**config.mk**
```make
export PLATFORM = sky130hd
export DESIGN_NAME = multicast_membership_report_fsm
export DESIGN_NICKNAME = d
export VERILOG_FILES = /design/src/hdl/mmr_pkg.sv /design/src/hdl/multicast_membership_report_fsm.sv /design/src/hdl/mmr_step.sv
export SDC_FILE = /design/constraint.sdc
export NUM_CORES = 1
export LEC_CHECK = 0
export ABC_AREA = 0
export BUFFER_PORTS_ARGS = -buffer_cell sky130_fd_sc_hd__clkbuf_2
export CAP_MARGIN = 20
export CORE_MARGIN = 2
export CORE_UTILIZATION = 40
export CTS_CLUSTER_DIAMETER = 80
export DETAILED_ROUTE_END_ITERATION = 10
export PLACE_DENSITY_LB_ADDON = 0.2
export SETUP_SLACK_MARGIN = 0.1
export SLEW_MARGIN = 20
export SYNTH_ARGS = -nofsm -noshare
export SYNTH_HDL_FRONTEND = slang
export SYNTH_HIERARCHICAL = 1
export SYNTH_SLANG_ARGS = --single-unit
```
**constraint.sdc**
```tcl
create_clock -name clk -period 3.5 [get_ports clk]
set_clock_uncertainty 0.1 [all_clocks]
set_input_delay 0.35 -clock clk [delete_from_list [all_inputs] [get_ports clk]]
set_output_delay 0.35 -clock clk [all_outputs]
set_load 0.005 [all_outputs]
```
**src/hdl/mmr_pkg.sv**
```systemverilog
// shared types, codes and helpers for the multicast membership report block
package mmr_pkg;

  localparam int AddrWidth     = 32;
  localparam int IntervalWidth = 16;
  localparam logic [IntervalWidth-1:0] DefaultInterval = IntervalWidth'(600);
  localparam logic [AddrWidth-1:0]     AllOnes         = '1;

  typedef enum logic [1:0] {
    REQ_TICK   = 2'd0,
    REQ_JOIN   = 2'd1,
    REQ_LEAVE  = 2'd2,
    REQ_REJOIN = 2'd3
  } req_type_t;

  typedef enum logic [3:0] {
    ST_IDLE    = 4'b0001,
    ST_SENDING = 4'b0010,
    ST_JOINED  = 4'b0100,
    ST_LEAVING = 4'b1000
  } fsm_state_t;

  localparam logic [1:0] CODE_IDLE    = 2'd0;
  localparam logic [1:0] CODE_SENDING = 2'd1;
  localparam logic [1:0] CODE_JOINED  = 2'd2;
  localparam logic [1:0] CODE_LEAVING = 2'd3;

  localparam logic REPORT_MEMBERSHIP = 1'b0;
  localparam logic REPORT_LEAVE      = 1'b1;

  typedef struct packed {
    fsm_state_t               fsm_state;
    logic [AddrWidth-1:0]     join_base;
    logic [AddrWidth-1:0]     join_mask;
    logic [AddrWidth-1:0]     leave_base;
    logic [AddrWidth-1:0]     leave_mask;
    logic [AddrWidth-1:0]     message_index;
    logic [IntervalWidth-1:0] tick_count;
    logic                     join_pending;
    logic                     leave_pending;
  } mmr_state_t;

  // external numbering of the one-hot states
  function automatic logic [1:0] state_code(fsm_state_t st);
    logic [1:0] code;
    unique case (st)
      ST_IDLE:    code = CODE_IDLE;
      ST_SENDING: code = CODE_SENDING;
      ST_JOINED:  code = CODE_JOINED;
      ST_LEAVING: code = CODE_LEAVING;
      default:    code = CODE_IDLE;
    endcase
    return code;
  endfunction

endpackage

```
**src/hdl/multicast_membership_report_fsm.sv**
```systemverilog
// top level: multicast membership report state machine with stream ports
// an accepted request's result is registered and shown on the master side in the next cycle
// throughput: one request per cycle while the master side takes results; the state update sets the rate
// the result register frees whenever the downstream side takes or holds no result
// reset: synchronous rst returns the machine to idle with join and leave ranges
// cleared, masks all ones, counters zero and report_interval at 600
module multicast_membership_report_fsm (
  input  logic                                  clk,
  input  logic                                  rst,
  input  logic                                  cfg_we,
  input  logic [mmr_pkg::IntervalWidth-1:0]     cfg_data,      // report_interval
  input  logic                                  s_axis_tvalid,
  output logic                                  s_axis_tready,
  input  logic [2*mmr_pkg::AddrWidth-1:0]       s_axis_tdata,  // group_base, group_mask
  input  logic [1:0]                            s_axis_tuser,  // req_type
  output logic                                  m_axis_tvalid,
  input  logic                                  m_axis_tready,
  output logic [39:0]                           m_axis_tdata,  // report_group, machine_state
  output logic [1:0]                            m_axis_tuser   // report_valid, report_kind
);
  import mmr_pkg::*;

  logic [IntervalWidth-1:0] report_interval;
  mmr_state_t               state;
  mmr_state_t               state_next;
  logic                     step_valid;
  logic                     step_kind;
  logic [AddrWidth-1:0]     step_group;
  logic                     in_fire;

  logic                     report_valid;
  logic                     report_kind;
  logic [AddrWidth-1:0]     report_group;
  logic [1:0]               machine_state;

  assign s_axis_tready = !m_axis_tvalid || m_axis_tready;
  assign in_fire       = s_axis_tvalid && s_axis_tready;

  mmr_step u_step (
    .cur             (state),
    .req_type        (s_axis_tuser),
    .group_base      (s_axis_tdata[AddrWidth-1:0]),
    .group_mask      (s_axis_tdata[2*AddrWidth-1:AddrWidth]),
    .report_interval (report_interval),
    .nxt             (state_next),
    .report_valid    (step_valid),
    .report_kind     (step_kind),
    .report_group    (step_group)
  );

  always_ff @(posedge clk) begin
    if (rst) begin
      report_interval <= DefaultInterval;
    end else if (cfg_we) begin
      report_interval <= cfg_data;
    end
  end

  always_ff @(posedge clk) begin
    if (rst) begin
      state.fsm_state     <= ST_IDLE;
      state.join_base     <= '0;
      state.join_mask     <= AllOnes;
      state.leave_base    <= '0;
      state.leave_mask    <= AllOnes;
      state.message_index <= '0;
      state.tick_count    <= '0;
      state.join_pending  <= 1'b0;
      state.leave_pending <= 1'b0;
    end else if (in_fire) begin
      state <= state_next;
    end
  end

  always_ff @(posedge clk) begin
    if (rst) begin
      m_axis_tvalid <= 1'b0;
    end else if (in_fire) begin
      m_axis_tvalid <= 1'b1;
    end else if (m_axis_tready) begin
      m_axis_tvalid <= 1'b0;
    end
  end

  // result payload, loaded with each accepted request
  always_ff @(posedge clk) begin
    if (in_fire) begin
      report_valid  <= step_valid;
      report_kind   <= step_kind;
      report_group  <= step_group;
      machine_state <= state_code(state_next.fsm_state);
    end
  end

  assign m_axis_tdata = {6'b0, machine_state, report_group};
  assign m_axis_tuser = {report_kind, report_valid};

endmodule

```
**src/hdl/mmr_step.sv**
```systemverilog
// next-state and report logic for one tick or request
module mmr_step (
  input  mmr_pkg::mmr_state_t                 cur,
  input  logic [1:0]                          req_type,
  input  logic [mmr_pkg::AddrWidth-1:0]       group_base,
  input  logic [mmr_pkg::AddrWidth-1:0]       group_mask,
  input  logic [mmr_pkg::IntervalWidth-1:0]   report_interval,
  output mmr_pkg::mmr_state_t                 nxt,
  output logic                                report_valid,
  output logic                                report_kind,
  output logic [mmr_pkg::AddrWidth-1:0]       report_group
);
  import mmr_pkg::*;

  logic [IntervalWidth-1:0] tick_inc;
  logic [AddrWidth-1:0]     index_inc;
  req_type_t                req;

  assign tick_inc  = cur.tick_count + IntervalWidth'(1);
  assign index_inc = cur.message_index + AddrWidth'(1);
  assign req       = req_type_t'(req_type);

  always_comb begin
    nxt          = cur;
    report_valid = 1'b0;
    report_kind  = REPORT_MEMBERSHIP;
    report_group = '0;
    unique case (req)
      REQ_TICK: begin
        unique case (cur.fsm_state)
          ST_IDLE: begin
            nxt.message_index = '0;
            nxt.tick_count    = '0;
            nxt.leave_pending = 1'b0;
            if (cur.join_pending) begin
              nxt.join_pending = 1'b0;
              nxt.fsm_state    = ST_SENDING;
            end
          end
          ST_SENDING: begin
            // whole range sent once the index passes the free address bits
            if (cur.message_index > ~cur.join_mask) begin
              nxt.fsm_state = ST_JOINED;
            end else begin
              report_valid      = 1'b1;
              report_kind       = REPORT_MEMBERSHIP;
              report_group      = (cur.join_base & cur.join_mask) | cur.message_index;
              nxt.message_index = index_inc;
            end
          end
          ST_JOINED: begin
            nxt.message_index = '0;
            nxt.tick_count    = tick_inc;
            if (tick_inc >= report_interval) begin
              nxt.tick_count = '0;
              nxt.fsm_state  = ST_SENDING;
            end else if (cur.leave_pending) begin
              nxt.leave_pending = 1'b0;
              nxt.fsm_state     = ST_LEAVING;
            end else if (cur.join_pending) begin
              nxt.fsm_state = ST_LEAVING;
            end
          end
          default: begin
            if (cur.message_index > ~cur.leave_mask) begin
              nxt.fsm_state = ST_IDLE;
            end else begin
              report_valid      = 1'b1;
              report_kind       = REPORT_LEAVE;
              report_group      = (cur.leave_base & cur.leave_mask) | cur.message_index;
              nxt.message_index = index_inc;
            end
          end
        endcase
      end
      REQ_JOIN: begin
        if (cur.join_base != group_base || cur.join_mask != group_mask) begin
          nxt.leave_base   = cur.join_base;
          nxt.leave_mask   = cur.join_mask;
          nxt.join_base    = group_base;
          nxt.join_mask    = group_mask;
          nxt.join_pending = 1'b1;
        end
      end
      REQ_LEAVE: begin
        nxt.leave_pending = 1'b1;
        nxt.leave_base    = cur.join_base;
        nxt.leave_mask    = cur.join_mask;
        nxt.join_base     = '0;
        nxt.join_mask     = AllOnes;
      end
      default: begin
        if (cur.fsm_state == ST_JOINED || cur.fsm_state == ST_SENDING) begin
          nxt.join_pending = 1'b1;
          nxt.fsm_state    = ST_IDLE;
        end
      end
    endcase
  end

endmodule
```
## After elaboration in Yosys (flattened, before gate mapping)

Index checks and enable logic that the tools add are counted.

- Bits in registers: 235
- Input port bits: 87
- Output and inout bits: 44
- Logic and storage cells: 95

- Add/subtract/negate cells: 2
- Magnitude comparators: 3
- Equality and inequality tests: 16
- Multiplexer cells: 32
- Bitwise gates (word level): 8
- Reduce and logical (&&, ||, !) cells: 19

Operator list:

| operator | count |
|---|---|
| $pmux W128 S2 | 1 |
| $mux W128 | 1 |
| $mux W32 | 4 |
| $pmux W32 S2 | 2 |
| $and A32 B32 Y32 | 2 |
| $gt A32 B32 Y1 | 2 |
| $ne A32 B32 Y1 | 2 |
| $not A32 Y32 | 2 |
| $or A32 B32 Y32 | 2 |
| $add A32 B1 Y32 const B | 1 |
| $pmux W16 S2 | 1 |
| $mux W4 | 7 |
| $add A16 B1 Y16 const B | 1 |
| $ge A16 B16 Y1 | 1 |
| $mux W16 | 1 |
| $pmux W4 S3 | 1 |
| $eq A4 B2 Y1 const B | 2 |
| $eq A4 B3 Y1 const B | 2 |
| $mux W1 | 8 |
| $pmux W4 S2 | 1 |
| $reduce_and A4 Y1 | 2 |
| $reduce_bool A2 Y1 | 4 |
| $ne A3 B3 Y1 const B | 2 |
| $pmux W1 S2 | 3 |
| 19 further kinds | 25 |

## Depth between registers and ports, before layout

Gate-level depths: netlist of the first run.

- Depth in word-level cells: 7
- Mapped depth: 16

## Cells and area by module

The synthesis of the first run kept the hierarchy.

Modules (own cells, without submodules):

| module | instances | cells each | area each (um^2) | sequential area each (um^2) |
|---|---|---|---|---|
| multicast_membership_report_fsm | 1 | 921 | 9,325.2 | 5,064.9 |
| mmr_step | 1 | 1,045 | 6,885.4 | 0.0 |

## Least setup slack after synthesis of the first run

OpenSTA, ideal clock, no wires.

- Path type: register -> register
- Start point: register state[2] (netlist bit)
- End point: register machine_state[1], data pin
- Data arrival time: 2,891 ps
- Required time: 3,134 ps
- Setup slack: 243 ps
- Cell stages (with the launch flop): 16
- Path buffers: 0
- Clock period less this slack: 3,257 ps
- Cells stage by stage: dfxtp_1 > and3_1 > nand3_1 > nor2_1 > nand3_1 > nor2_1 > xor2_1 > ha_1 > a21o_1 > a21o_1 > a21oi_1 > and3_1 > a21boi_0 > o31ai_1 > xnor2_1 > nor3_1

RTL lines:

| what | line | RTL |
|---|---|---|
| start, declared | multicast_membership_report_fsm.sv:24 | `mmr_state_t state;` |
| start signal, assigned | multicast_membership_report_fsm.sv:71 | `state <= state_next;` |
| end signal, assigned | multicast_membership_report_fsm.sv:91 | `machine_state <= state_code(state_next.fsm_state);` |
| end, declared | multicast_membership_report_fsm.sv:34 | `logic [1:0] machine_state;` |

## Final worst setup path of the first run

- Start point: register state[122] (netlist bit)
- End point: register state[23] (netlist bit)

- Cells in the longest elaborated chain, start to end: 4

Ends and longest elaborated chain:

| what | line | RTL |
|---|---|---|
| $not A32 Y32 | mmr_step.sv:42 | `if (cur.message_index > ~cur.join_mask) begin` |
| $gt A32 B32 Y1 | mmr_step.sv:42 |  |
| $ne A2 B2 Y1 (no line) | n/a |  |
| $reduce_and A4 Y1 (no line) | n/a |  |

No other way between the ends.
A chain may end at the register's enable or synchronous reset.

==> load_flow_metrics.sql, run 1 <==
INSERT INTO impl_metrics (metric_group, metric, value, unit) VALUES
('yosys', 'synthesis.area', '0.0162', 'mm²'),
('critical_path', 'cp_max_fo', '16', ''),
('yosys', 'synthesis.yosys.warnings', '6', ''),
('placed_design', 'port_buffers', '124', ''),
('cts', 'worst_skew_pair.late_latency', '0.59', 'ns'),
('critical_path', 'critPathArrivalTime', '3.56', 'ns'),
('power', 'combPwrFrac', '17.2', '%'),
('critical_path', 'timing.critical_path.required', '3.81', 'ns'),
('floorplanning', 'chipWidth', '205', 'µm'),
('yosys', 'synth_enable_flop_cells', '36', ''),
('power', 'cellInternalPower', '5390', 'µW'),
('route', 'antenna_left', '0', ''),
('sta', 'max_freq', '308', 'MHz'),
('route', 'route.detailed.wl_per_inst', '19.8', 'µm'),
('cts', 'clockBufferDepth', '3', ''),
('power', 'static-leakage-power', '0.00796', 'µW'),
('cells_and_area', 'layout.cells.most_common_list', 'dfxtp_1 (188), nand3_1 (177), a21oi_1 (174)', ''),
('floorplanning', 'design.core.area', '0.0398', 'mm²'),
('cells_and_area', 'post_route_core_utilization', '48.2', '%'),
('floorplanning', 'die-area', '0.0422', 'mm²'),
('cells_and_area', 'stdcell_area', '0.0192', 'mm²'),
('cells_and_area', 'multi_input_comb_area', '0.0103', 'mm²'),
('flow_run', 'maxCapViolCount', '0', ''),
('placed_design', 'placed_area', '0.0178', 'mm²'),
('floorplanning', 'start_util', '40.7', '%'),
('yosys', 'proportion_of_synthesized_chip_area_in_sequential_cells', '31.2', '%'),
('yosys', 'ys_seq_elements', '235', ''),
('sta', 'timing.final.max_slew_violations', '0', ''),
('cts', 'cts_made_buffers', '30', ''),
('route', 'via_count', '15292', ''),
('critical_path', 'start_kind', 'register', ''),
('cells_and_area', 'diodes', '0', ''),
('route', 'drt_drc_violations_left', '0', ''),
('outcome', 'outcome', 'finished clean', ''),
('route', 'firstDrtPassIters', '6', ''),
('route', 'totalWireLength', '52200', 'µm'),
('cells_and_area', 'layout_commonest_cell', 'dfxtp_1', ''),
('route', 'drt_via_density', '5.81', ''),
('global_route', 'grt_usage', '24.0', '%'),
('yosys', 'synth_top_flop_cell', 'dfxtp_1', ''),
('cells_and_area', 'drive_gt1_share', '21.6', '%'),
('power', 'pwr-share-clk', '43.3', '%'),
('sta', 'layout_min_cycle_time', '3.25', 'ns'),
('yosys', 'postSynth.asyncResetShare', '0', '%'),
('sta', 'timing.setup.tns', '0', 'ns'),
('cts', 'clock_sinks', '235', ''),
('cts', 'cts_root_buf', 'clkbuf_16', ''),
('yosys', 'synth.lib_cells_used.distinct', '58', ''),
('placed_design', 'dp_hpwl', '35200', 'µm'),
('cts', 'ctsHtreeMaxLevel', '1', ''),
('global_route', 'grt_pass1_vias', '14069', ''),
('power', 'cellPowerDensity', '394', 'mW/mm²'),
('cells_and_area', 'syn_to_final_growth', '18.5', '%'),
('global_route', 'maximum_number_of_pins_on_one_net_before_global_route_repair', '236', ''),
('cells_and_area', 'final_nets', '2258', ''),
('sta', 'rsz0062_at_grt', 'true', ''),
('floorplanning', 'io-pin-count', '131', ''),
('sta', 'layout_worst_path_cycle_share', '92.8', '%'),
('global_route', 'global_route_wire_length_before_repair', '80600', 'µm'),
('sta', 'timing_worst_slew_pin_value', '1.24', 'ns'),
('worst_hold_path', 'hp-class', 'in -> reg', ''),
('yosys', 'syn-mean-instance-area', '8.25', 'µm²'),
('floorplanning', 'die_height', '205', 'µm'),
('critical_path', 'end_kind', 'register', ''),
('global_route', 'grt.overflow.total', '0', ''),
('sta', 'finalHoldWorstSlack', '0.172', 'ns'),
('cells_and_area', 'seqCellArea', '0.00508', 'mm²'),
('power', 'sw_frac_of_total', '28.9', '%'),
('power', 'switching_component_of_the_power', '2190', 'µW'),
('route', 'drtIter0Drc', '1185', ''),
('yosys', 'syn-instance-count', '1966', ''),
('global_route', 'grt_antenna_before_repair', '0', ''),
('sta', 'worst_slew_margin_rel', '17.3', '%'),
('cts', 'clock_tree_from_tritoncts', 'yes', ''),
('sta', 'final_hold_viol_count', '0', ''),
('cells_and_area', 'fill_cells', '3898', ''),
('power', 'largest_voltage_drop_on_the_vdd_net', '363', 'µV'),
('sta', 'timing.final.setup_violations', '0', ''),
('power', 'seqPwrFrac', '39.6', '%'),
('floorplanning', 'core_rows', '73', ''),
('critical_path', 'criticalPathCategory', 'reg -> reg', ''),
('cts', 'clkTransAtPathRegs', '0.06', 'ns'),
('placed_design', 'routabilityCongestion', '0.871', '');
-- through the flow --
stage	power (µW)	worst slack, ns	cells
global placement	4270	0.0542	2556
CTS	7600	0.105	2630
floorplan	3820	0.243	1971
global route	7860	0.0358	2634
finish	7580	0.251	2634
detailed placement	4290	-0.0186	2556
-- synthesized netlist by cell type (6+ instances only) --
library cell | number | area, µm²
inv_1 | 59 | 221
and4_1 | 6 | 52.6
xnor2_1 | 10 | 87.6
a21bo_2 | 120 | 1200
clkbuf_1 | 75 | 282
nand2_1 | 148 | 556
o211ai_1 | 34 | 255
nand2b_1 | 8 | 50.1
buf_4 | 13 | 97.6
nor3_1 | 10 | 50.1
nor2_1 | 176 | 661
nand3b_1 | 7 | 52.6
ha_1 | 86 | 1080
mux2i_1 | 82 | 821
buf_1 | 19 | 71.3
xor2_1 | 69 | 604
nor4_1 | 23 | 144
a221o_1 | 9 | 90.1
nor2b_1 | 8 | 50.1
o21ai_0 | 66 | 330
a22o_1 | 144 | 1260
buf_2 | 58 | 290
edfxtp_1 | 36 | 1080
a21o_1 | 48 | 360
nand4_1 | 25 | 156
and3_1 | 20 | 125
dfxtp_1 | 199 | 3980
nand3_1 | 180 | 901
a21oi_1 | 180 | 901
-- power groups by stage --
stage / Combinational [µW] / Clock, µW / Sequential, µW
4_1_cts: 1260 / 3350 / 3000
6_report: 1300 / 3280 / 3000
3_3_place_gp: 1210 / 0 / 3050
2_1_floorplan: 807 / 0 / 3010
3_5_place_dp: 1230 / 0 / 3050
5_1_grt: 1410 / 3430 / 3010
-- metal layers --
| layer | global-route usage, % | up-vias | part of all wire, % |
|---|---|---|---|
| met4 | 8.63 | 0 | 3.8 |
| li1 | - | 7366 | - |
| met3 | 3.74 | 96 | 5.7 |
| met5 | 0 | - | 0 |
| met1 | 33.5 | 7394 | 46 |
| met2 | 37.4 | 436 | 45 |
-- layout make-up --
cell class                      instances  share of cell area [%]
Clock inverter                         12                   0.775
Sequential cell                       235                    26.5
Tap cell                              525                    3.42
Clock buffer                           44                    4.71
Inverter                               59                    1.15
Timing Repair Buffer                  252                    9.79
Multi-Input combinational cell       1507                    53.7
-- final timing paths --
| kind | from | to | slack [ns] | depth (start not counted) |
|---|---|---|---|---|
| worst min register to register | report_interval[1] | report_interval[1] | 0.40 | 2 |
| worst max-delay path | state[122] | state[23] | 0.25 | 13 |
| worst min-delay path | s_axis_tdata[56] | state[138] | 0.17 | 5 |
| worst max register to register | state[122] | state[23] | 0.25 | 13 |
-- worst max-delay path: stages, from the launching register on --
cell and delay, ns:
dfxtp_1 0.50, ha_1 0.30, nand4_1 0.19, nor2_1 0.08, a221o_1 0.36, o311ai_1 0.29, buf_4 0.19, a21bo_2 0.17
nand3_2 0.17, buf_12 0.21, a21o_1 0.16, a22o_1 0.22, nand3_1 0.06, a21oi_1 0.09
-- cell families (layout without fill, tap and decap cells) --
family	Yosys count	in the layout	synth area share [%]
AO/OA/AOI/OAI	628	628	28.4
AND/OR/NAND/NOR	626	626	18.0
flip-flops	235	235	31.2
buffers and inverters	229	367	6.28
adder cells (fa/ha/maj)	86	86	6.64
multiplexers	82	82	5.06
XOR/XNOR	79	79	4.27
other	1	6	0.0231
-- registers in the layout, summed over array words and instances (netlist names) --
signal	cells
report_kind	1
report_interval	16
state	182
m_axis_tvalid	1
machine_state	2
report_group	32
report_valid	1
-- what timing repair did --
| action | CTS | global route |
|---|---|---|
| endpoints found under the hold margin | 16 | 0 |
| pin swaps | 1 | 10 |
| setup buffers | 1 | 3 |
| gates cloned | 1 | 1 |
| hold buffers | 16 | 0 |
| endpoints found under the setup margin | 17 | 169 |
| resized for setup | 9 | 44 |
(Power assumes the default switching activity.)
==> run 2, diff against run 1 <==
MAX_ROUTING_LAYER = met4   (was unset)
RECOVER_POWER = 50   (was unset)
==> load_flow_metrics.sql, run 2 (synthesis gave the netlist of run 1 again) <==
INSERT INTO impl_metrics (metric_group, metric, value, unit) VALUES
('global_route', 'grt_usage', '25.0', '%'),
('floorplanning', 'core_rows', '73', ''),
('cts', 'cts_root_buf', 'clkbuf_16', ''),
('cts', 'clock_sinks', '235', ''),
('sta', 'timing.final.setup_violations', '0', ''),
('route', 'drt_via_density', '5.78', ''),
('placed_design', 'routabilityCongestion', '0.867', ''),
('floorplanning', 'die-area', '0.0422', 'mm²'),
('power', 'combPwrFrac', '17.2', '%'),
('cts', 'ctsHtreeMaxLevel', '1', ''),
('global_route', 'global_route_wire_length_before_repair', '81400', 'µm'),
('power', 'seqPwrFrac', '39.2', '%'),
('critical_path', 'r2r_setup_slack', '0.16', 'ns'),
('power', 'power', '7640', 'µW'),
('critical_path', 'timing.critical_path.required', '3.78', 'ns'),
('floorplanning', 'io-pin-count', '131', ''),
('sta', 'finalHoldWorstSlack', '0.168', 'ns'),
('critical_path', 'criticalPathCategory', 'reg -> reg', ''),
('global_route', 'grt.overflow.total', '0', ''),
('flow_run', 'maxCapViolCount', '1', ''),
('floorplanning', 'chipWidth', '205', 'µm'),
('worst_hold_path', 'hp-class', 'in -> reg', ''),
('power', 'static-leakage-power', '0.00788', 'µW'),
('sta', 'final_hold_viol_count', '0', ''),
('critical_path', 'cp-endpoint', 'state[81]', ''),
('sta', 'rsz0062_at_grt', 'true', ''),
('global_route', 'maximum_number_of_pins_on_one_net_before_global_route_repair', '236', ''),
('critical_path', 'critPathArrivalTime', '3.63', 'ns'),
('power', 'switching_component_of_the_power', '2260', 'µW'),
('route', 'antenna_left', '0', ''),
('route', 'drtIter0Drc', '1298', ''),
('global_route', 'grt_pass1_vias', '14161', ''),
('cells_and_area', 'drive_gt1_share', '20.5', '%'),
('power', 'sw_frac_of_total', '29.5', '%'),
('cells_and_area', 'post_route_core_utilization', '48.2', '%'),
('placed_design', 'port_buffers', '124', ''),
('outcome', 'violations_in_the_final_reports', 'max-capacitance violations, max-slew violations', ''),
('cts', 'cts_made_buffers', '30', ''),
('cts', 'clkTransAtPathRegs', '0.06', 'ns'),
('critical_path', 'end_kind', 'register', ''),
('critical_path', 'depth_of_the_most_critical_reg_to_reg_path', '11', ''),
('critical_path', 'r2r_start', 'state[125]', ''),
('route', 'drt_drc_violations_left', '0', ''),
('cells_and_area', 'reg.largest.list', 'state: 182 flops, report_group: 32 flops, report_interval: 16 flops', ''),
('power', 'largest_voltage_drop_on_the_vdd_net', '387', 'µV'),
('critical_path', 'critPathLaunch', 'state[125]', ''),
('cells_and_area', 'largest_reg_flops', '182', ''),
('power', 'cellInternalPower', '5390', 'µW'),
('placed_design', 'dp_hpwl', '35300', 'µm'),
('sta', 'layout_min_cycle_time', '3.34', 'ns'),
('global_route', 'grt_antenna_before_repair', '1', ''),
('sta', 'max_freq', '299', 'MHz'),
('critical_path', 'critical_path.reg2reg.endpoint', 'state[81]', ''),
('outcome', 'outcome', 'complete, but fails checks', ''),
('critical_path', 'cp_max_fo', '28', ''),
('sta', 'worst_slew_margin_rel', '-20.2', '%'),
('power', 'pwr-share-clk', '43.6', '%'),
('cells_and_area', 'stdcell_area', '0.0192', 'mm²'),
('floorplanning', 'start_util', '40.7', '%'),
('cells_and_area', 'largest-register', 'state', ''),
('placed_design', 'placed_area', '0.0178', 'mm²'),
('route', 'route.detailed.wl_per_inst', '19.7', 'µm'),
('floorplanning', 'die_height', '205', 'µm'),
('route', 'firstDrtPassIters', '5', ''),
('route', 'totalWireLength', '52200', 'µm'),
('cts', 'clock_tree_from_tritoncts', 'yes', ''),
('sta', 'layout_worst_path_cycle_share', '95.5', '%'),
('floorplanning', 'design.core.area', '0.0398', 'mm²'),
('sta', 'timing.setup.tns', '0', 'ns'),
('cells_and_area', 'syn_to_final_growth', '18.3', '%'),
('cts', 'clockBufferDepth', '3', ''),
('route', 'via_count', '15282', ''),
('cts', 'worst_skew_pair.late_latency', '0.60', 'ns'),
('critical_path', 'start_kind', 'register', ''),
('cells_and_area', 'layout.cells.most_common_list', 'dfxtp_1 (193), nand3_1 (176), a21oi_1 (175)', ''),
('cells_and_area', 'layout_commonest_cell', 'dfxtp_1', ''),
('power', 'cellPowerDensity', '399', 'mW/mm²'),
('sta', 'timing_worst_slew_pin_value', '1.80', 'ns'),
('sta', 'timing.final.max_slew_violations', '24', ''),
('cells_and_area', 'final_nets', '2266', '');
## run 2: area by class of cell
cell class	instances	area, µm²
Tap cell	525	657
Clock inverter	20	229
Sequential cell	235	5070
Antenna cell	1	2.50
Multi-Input combinational cell	1507	10300
Timing Repair Buffer	260	1840
Inverter	59	221
Fill cell	3927	20600
Clock buffer	36	836
## run 2: routing by layer
layer  track usage (%)  wire [µm]  up-vias
li1                  -          -     7389
met1              33.8      23900     7343
met2              38.3      23500      473
met3              4.07       3170       77
met4              7.89       1550        0
met5                 -          0        -
## run 2: worst max-delay path: stages, from the launching register on
cell and delay, ns:
dfxtp_2 0.43, xor2_1 0.18, nor4_1 0.52, nand4_1 0.24
nor4_1 0.40, buf_4 0.22, nor2b_1 0.09, o21a_1 0.25
buf_4 0.27, a22o_1 0.22, nor2_1 0.10, mux2i_1 0.09
## run 2: worst min path at each step
stage                         from                  end  depth (start not counted)
2_1_floorplan  report_interval[10]  report_interval[10]                          2
3_3_place_gp    report_interval[2]   report_interval[2]                          2
3_5_place_dp   report_interval[10]  report_interval[10]                          2
4_1_cts           s_axis_tdata[44]           state[126]                          5
5_1_grt           s_axis_tdata[51]           state[133]                          5
6_report          s_axis_tdata[44]           state[126]                          5
## run 2: power groups by stage
stage	Combinational [µW]	Clock, µW	Sequential (µW)
after floorplan	807	0	3010
after global placement	1230	0	3050
after detailed placement	1250	0	3050
after CTS	1270	3390	2990
after global routing	1420	3520	3010
final	1310	3340	2990
## run 2: stage by stage
stage | instances | worst slack [ns]
floorplan | 1971 | 0.243
CTS | 2636 | 0.0833
detailed placement | 2562 | -0.0536
global placement | 2562 | 0.0413
global route | 2643 | 0.00101
finish | 2643 | 0.159
## run 2: timing repair
action	in CTS	in global routing
buffers inserted	1	6
cloned	1	0
endpoints found under the setup margin	21	60
hold buffers	16	0
endpoints found under the hold margin	16	0
pin swaps	0	13
gates resized for setup	10	45
==> run 3, diff against run 2 <==
CORE_MARGIN = unset   (was 2)
CORE_UTILIZATION = 45   (was 40)
CTS_CLUSTER_DIAMETER = 50   (was 80)
==> load_flow_metrics.sql, run 3 (synthesis gave the netlist of run 1 again) <==
INSERT INTO impl_metrics (metric_group, metric, value, unit) VALUES
('outcome', 'outcome', 'complete, but fails checks', ''),
('outcome', 'violations_in_the_final_reports', 'max-capacitance violations, max-slew violations', ''),
('floorplanning', 'die_height', '192', 'µm'),
('global_route', 'grt_usage', '28.1', '%'),
('power', 'cellInternalPower', '5790', 'µW'),
('power', 'pwr-share-clk', '46.8', '%'),
('power', 'largest_voltage_drop_on_the_vdd_net', '434', 'µV'),
('sta', 'layout_worst_path_cycle_share', '95.0', '%'),
('critical_path', 'timing.critical_path.required', '3.80', 'ns'),
('sta', 'timing.final.setup_violations', '0', ''),
('sta', 'rsz0062_at_grt', 'true', ''),
('placed_design', 'placedCellCount', '2494', ''),
('route', 'route.detailed.wl_per_inst', '20.1', 'µm'),
('cts', 'clkTransAtPathRegs', '0.06', 'ns'),
('cells_and_area', 'stdcell_area', '0.0192', 'mm²'),
('power', 'seqPwrFrac', '37.0', '%'),
('placed_design', 'placed_area', '0.0177', 'mm²'),
('placed_design', 'dp_hpwl', '34000', 'µm'),
('sta', 'setup_ws', '0.175', 'ns'),
('floorplanning', 'chipWidth', '192', 'µm'),
('sta', 'max_freq', '301', 'MHz'),
('placed_design', 'port_buffers', '124', ''),
('route', 'drt_drc_violations_left', '0', ''),
('critical_path', 'critPathLaunch', 'state[125]', ''),
('critical_path', 'cp_max_fo', '11', ''),
('sta', 'timing.final.max_slew_violations', '321', ''),
('route', 'drt_via_density', '6.06', ''),
('global_route', 'grt_pass1_vias', '14032', ''),
('sta', 'layout_min_cycle_time', '3.33', 'ns'),
('power', 'switching_component_of_the_power', '2290', 'µW'),
('sta', 'final_hold_viol_count', '0', ''),
('flow_run', 'maxCapViolCount', '3', ''),
('cts', 'clock_sinks', '235', ''),
('global_route', 'global_route_wire_length_before_repair', '79100', 'µm'),
('cells_and_area', 'syn_to_final_growth', '18.7', '%'),
('cells_and_area', 'reg.largest.list', 'state: 182 flops, report_group: 32 flops, report_interval: 16 flops', ''),
('critical_path', 'criticalPathCategory', 'reg -> reg', ''),
('route', 'totalWireLength', '51700', 'µm'),
('cells_and_area', 'largest-register', 'state', ''),
('power', 'cellPowerDensity', '420', 'mW/mm²'),
('cts', 'clockBufferDepth', '3', ''),
('cts', 'cts_root_buf', 'clkbuf_16', ''),
('floorplanning', 'io-pin-count', '131', ''),
('power', 'static-leakage-power', '0.00791', 'µW'),
('route', 'drtIter0Drc', '1522', ''),
('global_route', 'grt.overflow.total', '0', ''),
('critical_path', 'r2r_start', 'state[125]', ''),
('power', 'power', '8080', 'µW'),
('cts', 'cts_made_buffers', '35', ''),
('power', 'sw_frac_of_total', '28.4', '%'),
('cts', 'worst_skew_pair.late_latency', '0.54', 'ns'),
('critical_path', 'end_kind', 'register', ''),
('cells_and_area', 'layout_commonest_cell', 'dfxtp_1', ''),
('critical_path', 'critPathArrivalTime', '3.63', 'ns'),
('floorplanning', 'core_rows', '69', ''),
('cells_and_area', 'stdcell_count', '2577', ''),
('cts', 'ctsHtreeMaxLevel', '2', ''),
('floorplanning', 'design.core.area', '0.0355', 'mm²'),
('cells_and_area', 'drive_gt1_share', '19.8', '%'),
('sta', 'timing_worst_slew_pin_value', '2.32', 'ns'),
('critical_path', 'start_kind', 'register', ''),
('sta', 'worst_slew_margin_rel', '-54.7', '%'),
('route', 'antenna_left', '0', ''),
('cells_and_area', 'post_route_core_utilization', '54.2', '%'),
('worst_hold_path', 'hp-start', 's_axis_tdata[59]', ''),
('cts', 'clock_tree_from_tritoncts', 'yes', ''),
('global_route', 'grt_antenna_before_repair', '0', ''),
('placed_design', 'routabilityCongestion', '0.932', ''),
('placed_design', 'post-place-ws', '-0.0246', 'ns'),
('cells_and_area', 'fill_cells', '3330', ''),
('cells_and_area', 'diodes', '0', ''),
('cells_and_area', 'largest_reg_flops', '182', ''),
('worst_hold_path', 'hp-class', 'in -> reg', ''),
('floorplanning', 'die-area', '0.0368', 'mm²'),
('route', 'firstDrtPassIters', '5', ''),
('power', 'combPwrFrac', '16.3', '%'),
('global_route', 'maximum_number_of_pins_on_one_net_before_global_route_repair', '237', ''),
('route', 'via_count', '15604', ''),
('cells_and_area', 'final_nets', '2263', ''),
('floorplanning', 'start_util', '45.7', '%'),
('cells_and_area', 'layout.cells.most_common_list', 'dfxtp_1 (196), nand3_1 (178), a21oi_1 (176)', '');
-- run 3: cell types whose count changed in the layout (fill, tap and decap cells not counted), sizes merged --
| cell | previous run | this run |
|---|---|---|
| buf | 115 | 107 |
| clkbuf | 165 | 173 |
| clkinv | 12 | 9 |
| bufinv | 4 | 5 |
| diode | 1 | 0 |
| inv | 60 | 61 |
-- run 3: through the flow --
step / TNS, ns / hold slack [ns]
after floorplan: 0 / 0.360
after global placement: 0 / 0.377
after detailed placement: -0.0246 / 0.384
after CTS: 0 / 0.210
after global routing: 0 / 0.265
final: 0 / 0.219
-- run 3: area by class of cell --
class	count	area (µm²)	share of cell area [%]
multi-input cells	1507	10300	53.5
flip-flops and latches	235	5070	26.4
repair buffers	252	1840	9.57
clock buffers	44	1000	5.21
well taps	461	577	3.00
clock inverters	19	243	1.26
inverters	59	221	1.15
-- run 3: worst paths after layout --
path | end | slack [ns] | cells past startpoint
hold / removal | state[141] | 0.22 | 5
setup / recovery | state[127] | 0.17 | 12
hold reg to reg | report_interval[7] | 0.39 | 2
setup reg to reg | state[127] | 0.17 | 12
-- run 3: power groups by stage --
stage                     clock, µW  combinational [µW]  sequential, µW
after floorplan                   0                 807            3010
after detailed placement          0                1260            3040
after global placement            0                1240            3040
final                          3780                1320            2990
after CTS                      3850                1280            2980
after global routing           3930                1420            3000
-- run 3: critical path: stages, from the launching register on --
cell,delay (ns)
dfxtp_1,0.44
xor2_1,0.25
nor4_2,0.47
nand4_1,0.22
nor4_1,0.42
buf_4,0.23
nor2b_1,0.10
buf_12,0.16
clkbuf_4,0.22
a21o_1,0.20
a22o_1,0.18
nor2_1,0.11
mux2i_1,0.09
-- run 3: what timing repair did --
action,CTS,global route
buffers inserted,0,2
hold buffers,16,0
endpoints found under the setup margin,14,69
resized for setup,3,39
pin swaps,0,9
cloned,0,2
hold endpoints to repair,16,0
-- run 3: layer usage --
metal | wire, µm | global-route usage [%] | share of wire, %
met5 | 0 | - | 0
met4 | 1930 | 11.7 | 3.7
met3 | 3050 | 3.31 | 5.9
met2 | 23400 | 42.5 | 45
met1 | 23400 | 38.0 | 45
